===== src/hdl/dpfsm_pkg.sv =====
// Shared types for the distinct prime factor sum unit: controller states and control links.
package dpfsm_pkg;

  // Controller states, one-hot
  typedef enum logic [3:0] {
    ST_IDLE = 4'b0001,
    ST_LOAD = 4'b0010,
    ST_DIV  = 4'b0100,
    ST_OUT  = 4'b1000
  } state_t;

  // Commands from controller to datapath
  typedef struct packed {
    logic load;       // capture a new item, restart the factoring
    logic div_start;  // launch one remainder/quotient computation
    logic step;       // apply the division result to n, d and the sum
    logic out_load;   // move the finished sum into the output register
  } cmd_t;

  // Status from datapath to controller
  typedef struct packed {
    logic below_two;  // remaining n is below 2
    logic div_done;   // division result is ready
    logic stop;       // trial divisor has passed the square root of n
    logic out_free;   // output register can take a new result
  } sts_t;

endpackage


===== src/hdl/dpfsm_div.sv =====
// Restoring divider producing one quotient bit per cycle.
module dpfsm_div #(
  parameter int W = 32
) (
  input  logic         clk,
  input  logic         rst,
  input  logic         start,
  input  logic [W-1:0] dividend,
  input  logic [W-1:0] divisor,
  output logic         done,
  output logic [W-1:0] quo,
  output logic [W-1:0] rem
);

  localparam int CW = $clog2(W);

  logic          busy;
  logic [CW-1:0] cnt;
  logic [W-1:0]  dsr;
  logic [W:0]    shifted;
  logic [W:0]    trial;

  // Shift in the next dividend bit and try a subtraction
  assign shifted = {rem, quo[W-1]};
  assign trial   = shifted - {1'b0, dsr};

  // Control: count the steps, pulse done after the last one
  always_ff @(posedge clk) begin
    if (rst) begin
      busy <= 1'b0;
      done <= 1'b0;
      cnt  <= '0;
    end else begin
      done <= 1'b0;
      if (start) begin
        busy <= 1'b1;
        cnt  <= CW'(W - 1);
      end else if (busy) begin
        cnt <= cnt - 1'b1;
        if (cnt == '0) begin
          busy <= 1'b0;
          done <= 1'b1;
        end
      end
    end
  end

  // Datapath: keep the partial remainder, build the quotient in place
  always_ff @(posedge clk) begin
    if (start) begin
      rem <= '0;
      quo <= dividend;
      dsr <= divisor;
    end else if (busy) begin
      if (!trial[W]) begin
        rem <= trial[W-1:0];
        quo <= {quo[W-2:0], 1'b1};
      end else begin
        rem <= shifted[W-1:0];
        quo <= {quo[W-2:0], 1'b0};
      end
    end
  end

endmodule


===== src/hdl/dpfsm_dp.sv =====
// Datapath: remaining value, trial divisor, factor sum, group maximum and output register.
module dpfsm_dp
  import dpfsm_pkg::*;
#(
  parameter int W = 32
) (
  input  logic         clk,
  input  logic         rst,
  input  cmd_t         cmd,
  output sts_t         sts,
  input  logic [W-1:0] value,
  input  logic         group_end,
  output logic         out_valid,
  input  logic         out_ready,
  output logic [W-1:0] factor_sum,
  output logic [W-1:0] group_max
);

  logic [W-1:0] n;
  logic [W-1:0] d;
  logic [W-1:0] total;
  logic         inner;
  logic         last;
  logic [W-1:0] running_max;
  logic [W-1:0] quo;
  logic [W-1:0] rem;
  logic         div_done;
  logic [W-1:0] sum_final;
  logic [W-1:0] max_next;

  dpfsm_div #(.W(W)) u_div (
    .clk      (clk),
    .rst      (rst),
    .start    (cmd.div_start),
    .dividend (n),
    .divisor  (d),
    .done     (div_done),
    .quo      (quo),
    .rem      (rem)
  );

  // Status back to the controller
  assign sts.below_two = (n < W'(2));
  assign sts.div_done  = div_done;
  assign sts.stop      = !inner && (d > quo);
  assign sts.out_free  = !out_valid || out_ready;

  // Add what is left over once the divisor passes its square root
  assign sum_final = total + ((n > W'(1)) ? n : '0);
  assign max_next  = (sum_final > running_max) ? sum_final : running_max;

  // Factoring registers
  always_ff @(posedge clk) begin
    if (cmd.load) begin
      n     <= value;
      d     <= W'(2);
      total <= '0;
      inner <= 1'b0;
      last  <= group_end;
    end else if (cmd.step) begin
      if (inner) begin
        // keep dividing out the same prime
        if (rem == '0) begin
          n <= quo;
        end else begin
          d     <= d + 1'b1;
          inner <= 1'b0;
        end
      end else if (rem == '0) begin
        // new prime factor: count it once
        total <= total + d;
        n     <= quo;
        inner <= 1'b1;
      end else begin
        d <= d + 1'b1;
      end
    end
  end

  // Output register and group maximum
  always_ff @(posedge clk) begin
    if (rst) begin
      out_valid   <= 1'b0;
      running_max <= '0;
    end else begin
      if (cmd.out_load) begin
        out_valid   <= 1'b1;
        running_max <= last ? '0 : max_next;
      end else if (out_valid && out_ready) begin
        out_valid <= 1'b0;
      end
    end
  end

  always_ff @(posedge clk) begin
    if (cmd.out_load) begin
      factor_sum <= sum_final;
      group_max  <= max_next;
    end
  end

endmodule


===== src/hdl/dpfsm_ctrl.sv =====
// Controller: sequences loading, trial divisions and result hand-off for one item.
module dpfsm_ctrl
  import dpfsm_pkg::*;
(
  input  logic clk,
  input  logic rst,
  input  logic in_valid,
  output logic in_ready,
  input  sts_t sts,
  output cmd_t cmd
);

  state_t state;
  state_t state_next;

  assign in_ready = (state == ST_IDLE);

  // Next state and commands
  always_comb begin
    state_next = state;
    cmd        = '0;
    unique case (state)
      ST_IDLE: begin
        if (in_valid) begin
          cmd.load   = 1'b1;
          state_next = ST_LOAD;
        end
      end
      ST_LOAD: begin
        if (sts.below_two) begin
          state_next = ST_OUT;
        end else begin
          cmd.div_start = 1'b1;
          state_next    = ST_DIV;
        end
      end
      ST_DIV: begin
        if (sts.div_done) begin
          if (sts.stop) begin
            state_next = ST_OUT;
          end else begin
            cmd.step   = 1'b1;
            state_next = ST_LOAD;
          end
        end
      end
      ST_OUT: begin
        if (sts.out_free) begin
          cmd.out_load = 1'b1;
          state_next   = ST_IDLE;
        end
      end
      default: begin
        state_next = ST_IDLE;
      end
    endcase
  end

  // Hold the state
  always_ff @(posedge clk) begin
    if (rst) begin
      state <= ST_IDLE;
    end else begin
      state <= state_next;
    end
  end

endmodule


===== src/hdl/distinct_prime_factor_sum_max_unit.sv =====
// Top level of the distinct prime factor sum unit with running group maximum.
// Each accepted item is factored by trial division: the divisor starts at 2,
// divides out each prime it finds (counting that prime once in factor_sum)
// and stops once it exceeds the square root of what remains, which is then
// added if above 1. Every trial is one pass through a shared restoring
// divider, started from ST_LOAD and awaited in ST_DIV; the number of trials
// is about the larger of the second largest prime factor and the square root
// of the largest one, plus the count of prime factors with repeats.
// A 32-bit prime needs about 65536 trials; 0 and 1 skip the divider and go
// straight to the output. One item is worked on at a time. The result sits
// in an output register, so the next item is taken while it waits.
// group_max includes the current item; an item with group_end set clears the
// maximum after its result is formed.
module distinct_prime_factor_sum_max_unit
  import dpfsm_pkg::*;
#(
  parameter int VALUE_WIDTH = 32
) (
  input  logic                   clk,
  input  logic                   rst,
  input  logic                   in_valid,
  output logic                   in_ready,
  input  logic [VALUE_WIDTH-1:0] value,
  input  logic                   group_end,
  output logic                   out_valid,
  input  logic                   out_ready,
  output logic [VALUE_WIDTH-1:0] factor_sum,
  output logic [VALUE_WIDTH-1:0] group_max
);

  cmd_t cmd;
  sts_t sts;

  dpfsm_ctrl u_ctrl (
    .clk      (clk),
    .rst      (rst),
    .in_valid (in_valid),
    .in_ready (in_ready),
    .sts      (sts),
    .cmd      (cmd)
  );

  dpfsm_dp #(.W(VALUE_WIDTH)) u_dp (
    .clk        (clk),
    .rst        (rst),
    .cmd        (cmd),
    .sts        (sts),
    .value      (value),
    .group_end  (group_end),
    .out_valid  (out_valid),
    .out_ready  (out_ready),
    .factor_sum (factor_sum),
    .group_max  (group_max)
  );

endmodule

===== config.mk =====
export PLATFORM = sky130hd
export DESIGN_NAME = distinct_prime_factor_sum_max_unit
export DESIGN_NICKNAME = d
export VERILOG_FILES = /design/src/hdl/dpfsm_pkg.sv /design/src/hdl/dpfsm_div.sv /design/src/hdl/dpfsm_dp.sv /design/src/hdl/dpfsm_ctrl.sv /design/src/hdl/distinct_prime_factor_sum_max_unit.sv
export SDC_FILE = /design/constraint.sdc
export NUM_CORES = 1
export LEC_CHECK = 0
export ABC_AREA = 1
export BUFFER_PORTS_ARGS = -buffer_cell sky130_fd_sc_hd__buf_2
export CAP_MARGIN = 5
export CORE_ASPECT_RATIO = 1.75
export CORE_MARGIN = 4
export CORE_UTILIZATION = 35
export CTS_CLUSTER_DIAMETER = 200
export DETAILED_ROUTE_END_ITERATION = 7
export PLACE_DENSITY = 0.52
export SYNTH_ARGS = -nofsm -noshare
export SYNTH_HDL_FRONTEND = slang
export SYNTH_SLANG_ARGS = --single-unit

===== constraint.sdc =====
create_clock -name clk -period 3.9 [get_ports clk]
set_clock_uncertainty 0.2 [all_clocks]
set_input_delay 0.78 -clock clk [delete_from_list [all_inputs] [get_ports clk]]
set_output_delay 0.78 -clock clk [all_outputs]
set_load 0.02 [all_outputs]

==> results of run 1 <==
[critical path: cells and delay by family, from the launching register on]
kind | cells | cell delay, ns
AND/OR/NAND/NOR | 18 | 2.43
adder cells (fa/ha/maj) | 3 | 0.65
buffers and inverters | 6 | 0.60
flip-flops | 1 | 0.40
XOR/XNOR | 1 | 0.21
AO/OA/AOI/OAI | 1 | 0.08
[kinds of logic after synthesis]
kind of cell               after synthesis
buffers and inverters                  421
adders and majority gates              164
DFF                                    302
AOI/OAI and AO/OA                      431
xor gates and xnor gates                98
and+or+nand+nor                       1296
[layout make-up]
class                           instances  area, um^2
Inverter                              328        1270
Sequential cell                       302        7660
Clock inverter                         14         134
Fill cell                            5819       31400
Tap cell                              767         960
Timing Repair Buffer                  425        3310
Multi-Input combinational cell       1989       11500
Clock buffer                           44         907
[per-stage QoR]
stage | std cells | TNS, ns | hold slack, ns | util, % | worst slack, ns
3_3_place_gp | 3746 | -63.74 | 0.251 | 40.7 | -1.09
2_1_floorplan | 2712 | -5.57 | 0.245 | - | -0.198
4_1_cts | 3858 | -85.03 | 0.132 | 44.1 | -0.800
6_report | 3869 | -58.27 | 0.173 | 45.1 | -0.952
5_1_grt | 3869 | -72.18 | 0.146 | 45.1 | -1.15
3_5_place_dp | 3746 | -65.93 | 0.256 | 40.7 | -1.13
[routing by layer]
metal,vias up,wire length (um),track usage [%]
li1,9658,-,-
met1,9183,27400,24.6
met2,490,40200,44.5
met3,179,2900,2.25
met4,0,4160,10.7
met5,-,0,0
[Yosys cell counts (2+ instances only)]
library cell / n / share of area (%)
a31oi_1: 5 / 0.15
xor2_1: 62 / 2.7
a21boi_0: 4 / 0.15
a21oi_1: 223 / 5.5
clkbuf_1: 52 / 0.96
nand3b_1: 15 / 0.56
nand4_1: 35 / 1.1
nor2_2: 4 / 0.12
nor4_1: 12 / 0.37
inv_1: 313 / 5.8
o21a_1: 20 / 0.74
buf_6: 6 / 0.33
nor2_4: 4 / 0.22
nand3_2: 12 / 0.59
o21ai_2: 3 / 0.13
buf_4: 10 / 0.37
fa_1: 3 / 0.30
nor2_1: 235 / 4.4
edfxtp_1: 161 / 24
nor4_4: 2 / 0.21
and2_1: 34 / 1.1
o21bai_1: 11 / 0.41
xnor2_1: 36 / 1.6
buf_2: 19 / 0.47
o21ai_1: 18 / 0.45
a21o_1: 15 / 0.56
o21ai_0: 121 / 3.0
dfxtp_1: 141 / 14
a21oi_2: 4 / 0.17
nor3_1: 37 / 0.91
inv_2: 15 / 0.28
nand2_1: 717 / 13
nand2_2: 19 / 0.59
ha_1: 161 / 10
nand3_1: 164 / 4.1
or2_2: 2 / 0.062
buf_1: 5 / 0.093
[where the power goes]
group,internal (W),total (W),switching (W)
registers,0.00346,0.00350,0.0000402
logic,0.000635,0.00145,0.000820
clock network,0.00170,0.00309,0.00139
total,0.00580,0.00805,0.00225
[cell usage in the layout (no fill, tap or decap), types with 17 or more instances in the layout]
cell / instances
nand2_1: 650
inv_1: 304
buf_4: 284
nor2_1: 231
a21oi_1: 207
edfxtp_1: 161
nand3_1: 158
ha_1: 157
dfxtp_1: 141
o21ai_0: 116
buf_2: 102
nand2_2: 65
xor2_1: 57
clkbuf_16: 39
nor3_1: 36
xnor2_1: 36
nand4_1: 35
inv_2: 21
o21ai_1: 21
nand2_4: 19
o21a_1: 19
and2_4: 19
a21oi_2: 17
buf_6: 17
[worst paths after layout]
check / cells past startpoint / end / slack [ns]
min reg2reg: 2 / u_dp.running_max[30]$_SDFFE_PP0P_ / 0.26
max reg2reg: 29 / u_dp.group_max[22]$_DFFE_PP_ / -0.95
min: 1 / u_dp.last$_DFFE_PP_ / 0.17
max: 29 / u_dp.group_max[22]$_DFFE_PP_ / -0.95
[sequential cells by signal (all words and copies together) (netlist names), 32 cells and up]
signal,count
u_dp.u_div.rem,32
u_dp.d,32
u_dp.total,32
u_dp.u_div.quo,32
u_dp.group_max,32
u_dp.n,32
u_dp.factor_sum,32
u_dp.u_div.dsr,32
u_dp.running_max,32
[what timing repair did]
| action | 4_1_cts | 5_1_grt |
|---|---|---|
| resized for setup | 109 | 103 |
| cloned | 2 | 6 |
| setup buffers | 52 | 17 |
| endpoints found under the setup margin | 64 | 202 |
| pin swaps | 8 | 37 |
==> metrics, run 1 <==
hold_buf cts=0; Post-synth EDFFs=roughly 160; Hold WC Path Type=input port to flip-flop; Antenna Nets Post-Route=0; Synth Instances=2712; max cap viols=0; FF-to-FF Start=u_dp.n[24]$_DFFE_PP_; post-DR wirelength/cell=19.3 um; P&R area growth vs syn=27.3%; Yosys cell types=49; DRT Wirelength=74.6 mm; RSZ-0062 raised after global routing=true; Synth Area in Simple Gates=between 20% and 30%; post-route cell area=around 0.026 mm^2; Max stage delay cell, worst path=edfxtp_1; ys flop type=edfxtp_1; VDD IR-drop max=roughly 0.29 mV; Synth async-reset ratio=0%; Sink Count=just over 300; die height=approximately 330 um; Least-Margin Pin Slew=0.642 ns; Global Route Usage Sum=a little under a quarter; Die W=around 190 um; DR pass1 iterations=6; CTS tree=yes; Antenna diodes=0; max_slew headroom=a little under three fifths; failing checks=setup timing; CP max stage delay=around 0.40 ns; gr ovfl total=0; mean area per synthesized cell=around 7.5 um^2; total power=between 0.008 and 0.009 W; Compound-Gate Fraction of Synth Area=a little under an eighth; status=complete, but fails checks; Avg Vias per Cell=between 5 and 6; Die ar.=0.0619 mm^2; final net count=about 3300; Tmin final=between 4 and 5 ns; Max Slew Vio Count=0; CP max FO=6; placed inst area=0.0233 mm^2; Critical Setup Path Class=flip-flop to flip-flop; hold path startpoint=group_end; Core ar.=0.0572 mm^2; final period utilization=124%; multiplexer share of the synthesized area=0%; Hold Violations, Final=0; final routed DRC violation total=0; vias in the first global route=19500; syn_nets=~3000; area share of fa/ha/maj cells after synthesis=10.2%; Initial Util=between 30% and 40%; power per cell area=roughly 310 mW/mm^2; first-pass GRT wire length=approximately 110 mm; Bufs on Longest Clock Path=3; Post-Syn Area=slightly above 0.02 mm^2; routed via count=around 20000; Worst-Skew Late Latency=0.60 ns; WP data arrival=around 5 ns; pin count of the biggest net entering global routing=between 80 and 90; Root Buffer=clkbuf_16; CTS buffer count=31; Placement Rows=116; initial DRC count=about 1200; register area share after synthesis=37.8%; PnR worst setup slack=-0.952 ns; dpl hpwl=between 50 and 60 mm; GP Congestion=about 0.98; highest clock rate=~0.21 GHz; layout cells sized above 1=roughly 22%; nature of the critical path startpoint=flip-flop; P_leak=approximately 12 nW; Setup crit end kind=flip-flop; Clock Pin Slew Worst Setup and Hold Paths=0.08 ns; I/O pin total=103; WP data required=roughly 4 ns; Synth Area in XOR/XNOR=under 10%; Setup crit start=u_dp.n[24]$_DFFE_PP_; # H-tree levels=1; IO Port Bufs=approximately 100; synth warn=0; #FFs+latches synth=302; combinational family with the most area after synthesis=simple AND/OR/NAND/NOR gates; # setup viols final=65; initial antenna violation count=0
Note: power is estimated with default switching activity, not from simulation.
==> inputs of run 2 (changes only) <==
--- a/config.mk
+++ b/config.mk
@@ -15,3 +15,3 @@
 export DETAILED_ROUTE_END_ITERATION = 7
-export PLACE_DENSITY = 0.52
+export PLACE_DENSITY = 0.63
 export SYNTH_ARGS = -nofsm -noshare
--- a/constraint.sdc
+++ b/constraint.sdc
@@ -4,2 +4,2 @@
 set_output_delay 0.78 -clock clk [all_outputs]
-set_load 0.02 [all_outputs]
+set_load 0.05 [all_outputs]
==> metrics, run 2 (synthesized netlist as in run 1, its figures left out) <==
first-pass GRT wire length=105 mm (was 111 mm); DRT Wirelength=69.5 mm (was 74.6 mm); P_leak=11.6 nW (was 11.7 nW); Die W=190 um (unchanged); Global Route Usage Sum=21.6% (was 23.0%); hold slack=0.202 ns (was 0.173 ns); most frequent cells in the layout=nand2_1 (664), inv_1 (304), buf_4 (284) (was nand2_1 (650), inv_1 (304), buf_4 (284)); Max Slew Vio Count=0 (unchanged); wire length on met2=35.2 mm (was 40.2 mm); CP max FO=5 (was 6); Least-Margin Pin Slew=1.11 ns (was 0.642 ns); initial DRC count=1065 (was 1187); Antenna Nets Post-Route=0 (unchanged); WP data required=4.06 ns (was 4.04 ns); # setup viols final=64 (was 65); highest clock rate=0.207 GHz (was 0.206 GHz); Tmin final=4.84 ns (was 4.85 ns); Initial Util=35.4% (unchanged); RSZ-0062 raised after global routing=true (unchanged); met3 routed WL=2.58 mm (was 2.90 mm); post-DR wirelength/cell=18.0 um (was 19.3 um); final std cells w/o fill=3857 (was 3869); routed via count=19400 (was 19500); metal1 wirelength=25.2 mm (was 27.4 mm); CP max stage delay=0.40 ns (about the same); dpl cells=3735 (was 3746); Critical Setup Path Class=flip-flop to flip-flop (unchanged); Placement Rows=116 (unchanged); VDD IR-drop max=0.294 mV (was 0.293 mV); max_slew headroom=25.8% (was 57.1%); max cap viols=0 (unchanged); final routed DRC violation total=0 (unchanged); die height=326 um (unchanged); total power=0.00811 W (was 0.00805 W); most common cell after layout, fill and taps aside=nand2_1 (unchanged); Antenna diodes=0 (unchanged); status=complete, but fails checks (unchanged); PnR worst setup slack=-0.939 ns (was -0.952 ns); vias in the first global route=19300 (was 19500); Worst-Skew Late Latency=0.60 ns (about the same); power per cell area=316 mW/mm^2 (was 312 mW/mm^2); Avg Vias per Cell=5.02 (was 5.04); I/O pin total=103 (unchanged); Bufs on Longest Clock Path=3 (unchanged); Setup crit end kind=flip-flop (unchanged); Sink Count=302 (unchanged); Fill cells=5739 (was 5819); layout cells sized above 1=21.9% (was 22.0%); Die ar.=0.0619 mm^2 (unchanged); Top Metal Used=met5 (was met4); CTS buffer count=29 (was 31); WP data arrival=5.00 ns (about the same); Core ar.=0.0572 mm^2 (unchanged); Clock Pin Slew Worst Setup and Hold Paths=0.07 ns (was 0.08 ns); reg-to-reg slack, setup=-0.94 ns (was -0.95 ns); DP Worst Slack=-0.890 ns (was -1.13 ns); P&R area growth vs syn=26.8% (was 27.3%); Hold WC Path Type=input port to flip-flop (unchanged); failing checks=setup timing (unchanged); # H-tree levels=1 (unchanged); final period utilization=124% (about the same); gr ovfl total=0 (unchanged); GP Congestion=1.03 (was 0.979); initial antenna violation count=1 (was 0); final net count=3268 (was 3278); CTS tree=yes (unchanged); DR pass1 iterations=6 (unchanged); Hold Violations, Final=0 (unchanged); Root Buffer=clkbuf_16 (unchanged); IO Port Bufs=102 (unchanged); dpl hpwl=53.0 mm (was 57.4 mm); Max stage delay cell, worst path=edfxtp_1 (unchanged); pin count of the biggest net entering global routing=73 (was 81); nature of the critical path startpoint=flip-flop (unchanged)
run 2: critical path: cells and delay by family, from the launching register on:
family                     cells  cell delay [ns]
xor gates and xnor gates       1             0.20
AOI/OAI and AO/OA              2             0.20
DFF                            1             0.40
buffers and inverters          8             0.82
and+or+nand+nor               13             2.20
adders and majority gates      3             0.61
run 2: repair_timing:
item,in CTS,in global routing
setup buffers,73,15
hold buffers,0,0
resized for setup,109,91
endpoints found under the setup margin,64,202
pin swaps,37,46
hold endpoints to repair,0,0
cloned,2,5
run 2: report_power, final:
group          total (W)  internal, W  switching (W)
combinational    0.00145     0.000624       0.000830
clock            0.00316      0.00179        0.00137
sequential       0.00350      0.00346      0.0000414
total            0.00811      0.00588        0.00224
run 2: cell type report:
| cell class | count | area (um^2) | area share (%) |
|---|---|---|---|
| clock inverters | 20 | 277 | 1.08 |
| repair buffers | 416 | 3140 | 12.2 |
| flip-flops and latches | 302 | 7660 | 29.8 |
| repair inverters | 1 | 11.3 | 0.0439 |
| multi-input cells | 1989 | 11600 | 45.2 |
| inverters | 328 | 1270 | 4.96 |
| clock buffers | 34 | 754 | 2.94 |
| well taps | 767 | 960 | 3.74 |
run 2: worst paths after layout:
path	depth (start not counted)	start	end
hold reg to reg	2	u_dp.running_max[23]$_SDFFE_PP0P_	u_dp.running_max[23]$_SDFFE_PP0P_
setup reg to reg	27	u_dp.n[27]$_DFFE_PP_	u_dp.group_max[10]$_DFFE_PP_
setup / recovery	27	u_dp.n[27]$_DFFE_PP_	u_dp.group_max[10]$_DFFE_PP_
hold / removal	1	group_end	u_dp.last$_DFFE_PP_
run 2: per-layer routing:
metal,track usage (%),up-vias
met3,1.88,246
met5,0,-
met2,40.2,501
met4,15.9,2
met1,22.2,8994
li1,-,9628
run 2: stage by stage:
step	util, %	area, um^2	setup TNS [ns]
after floorplan	-	20300	-5.57
after global placement	40.6	23200	-46.80
after detailed placement	40.6	23200	-53.19
after CTS	44.2	25300	-100.35
after global routing	44.9	25700	-71.68
final	44.9	25700	-55.86
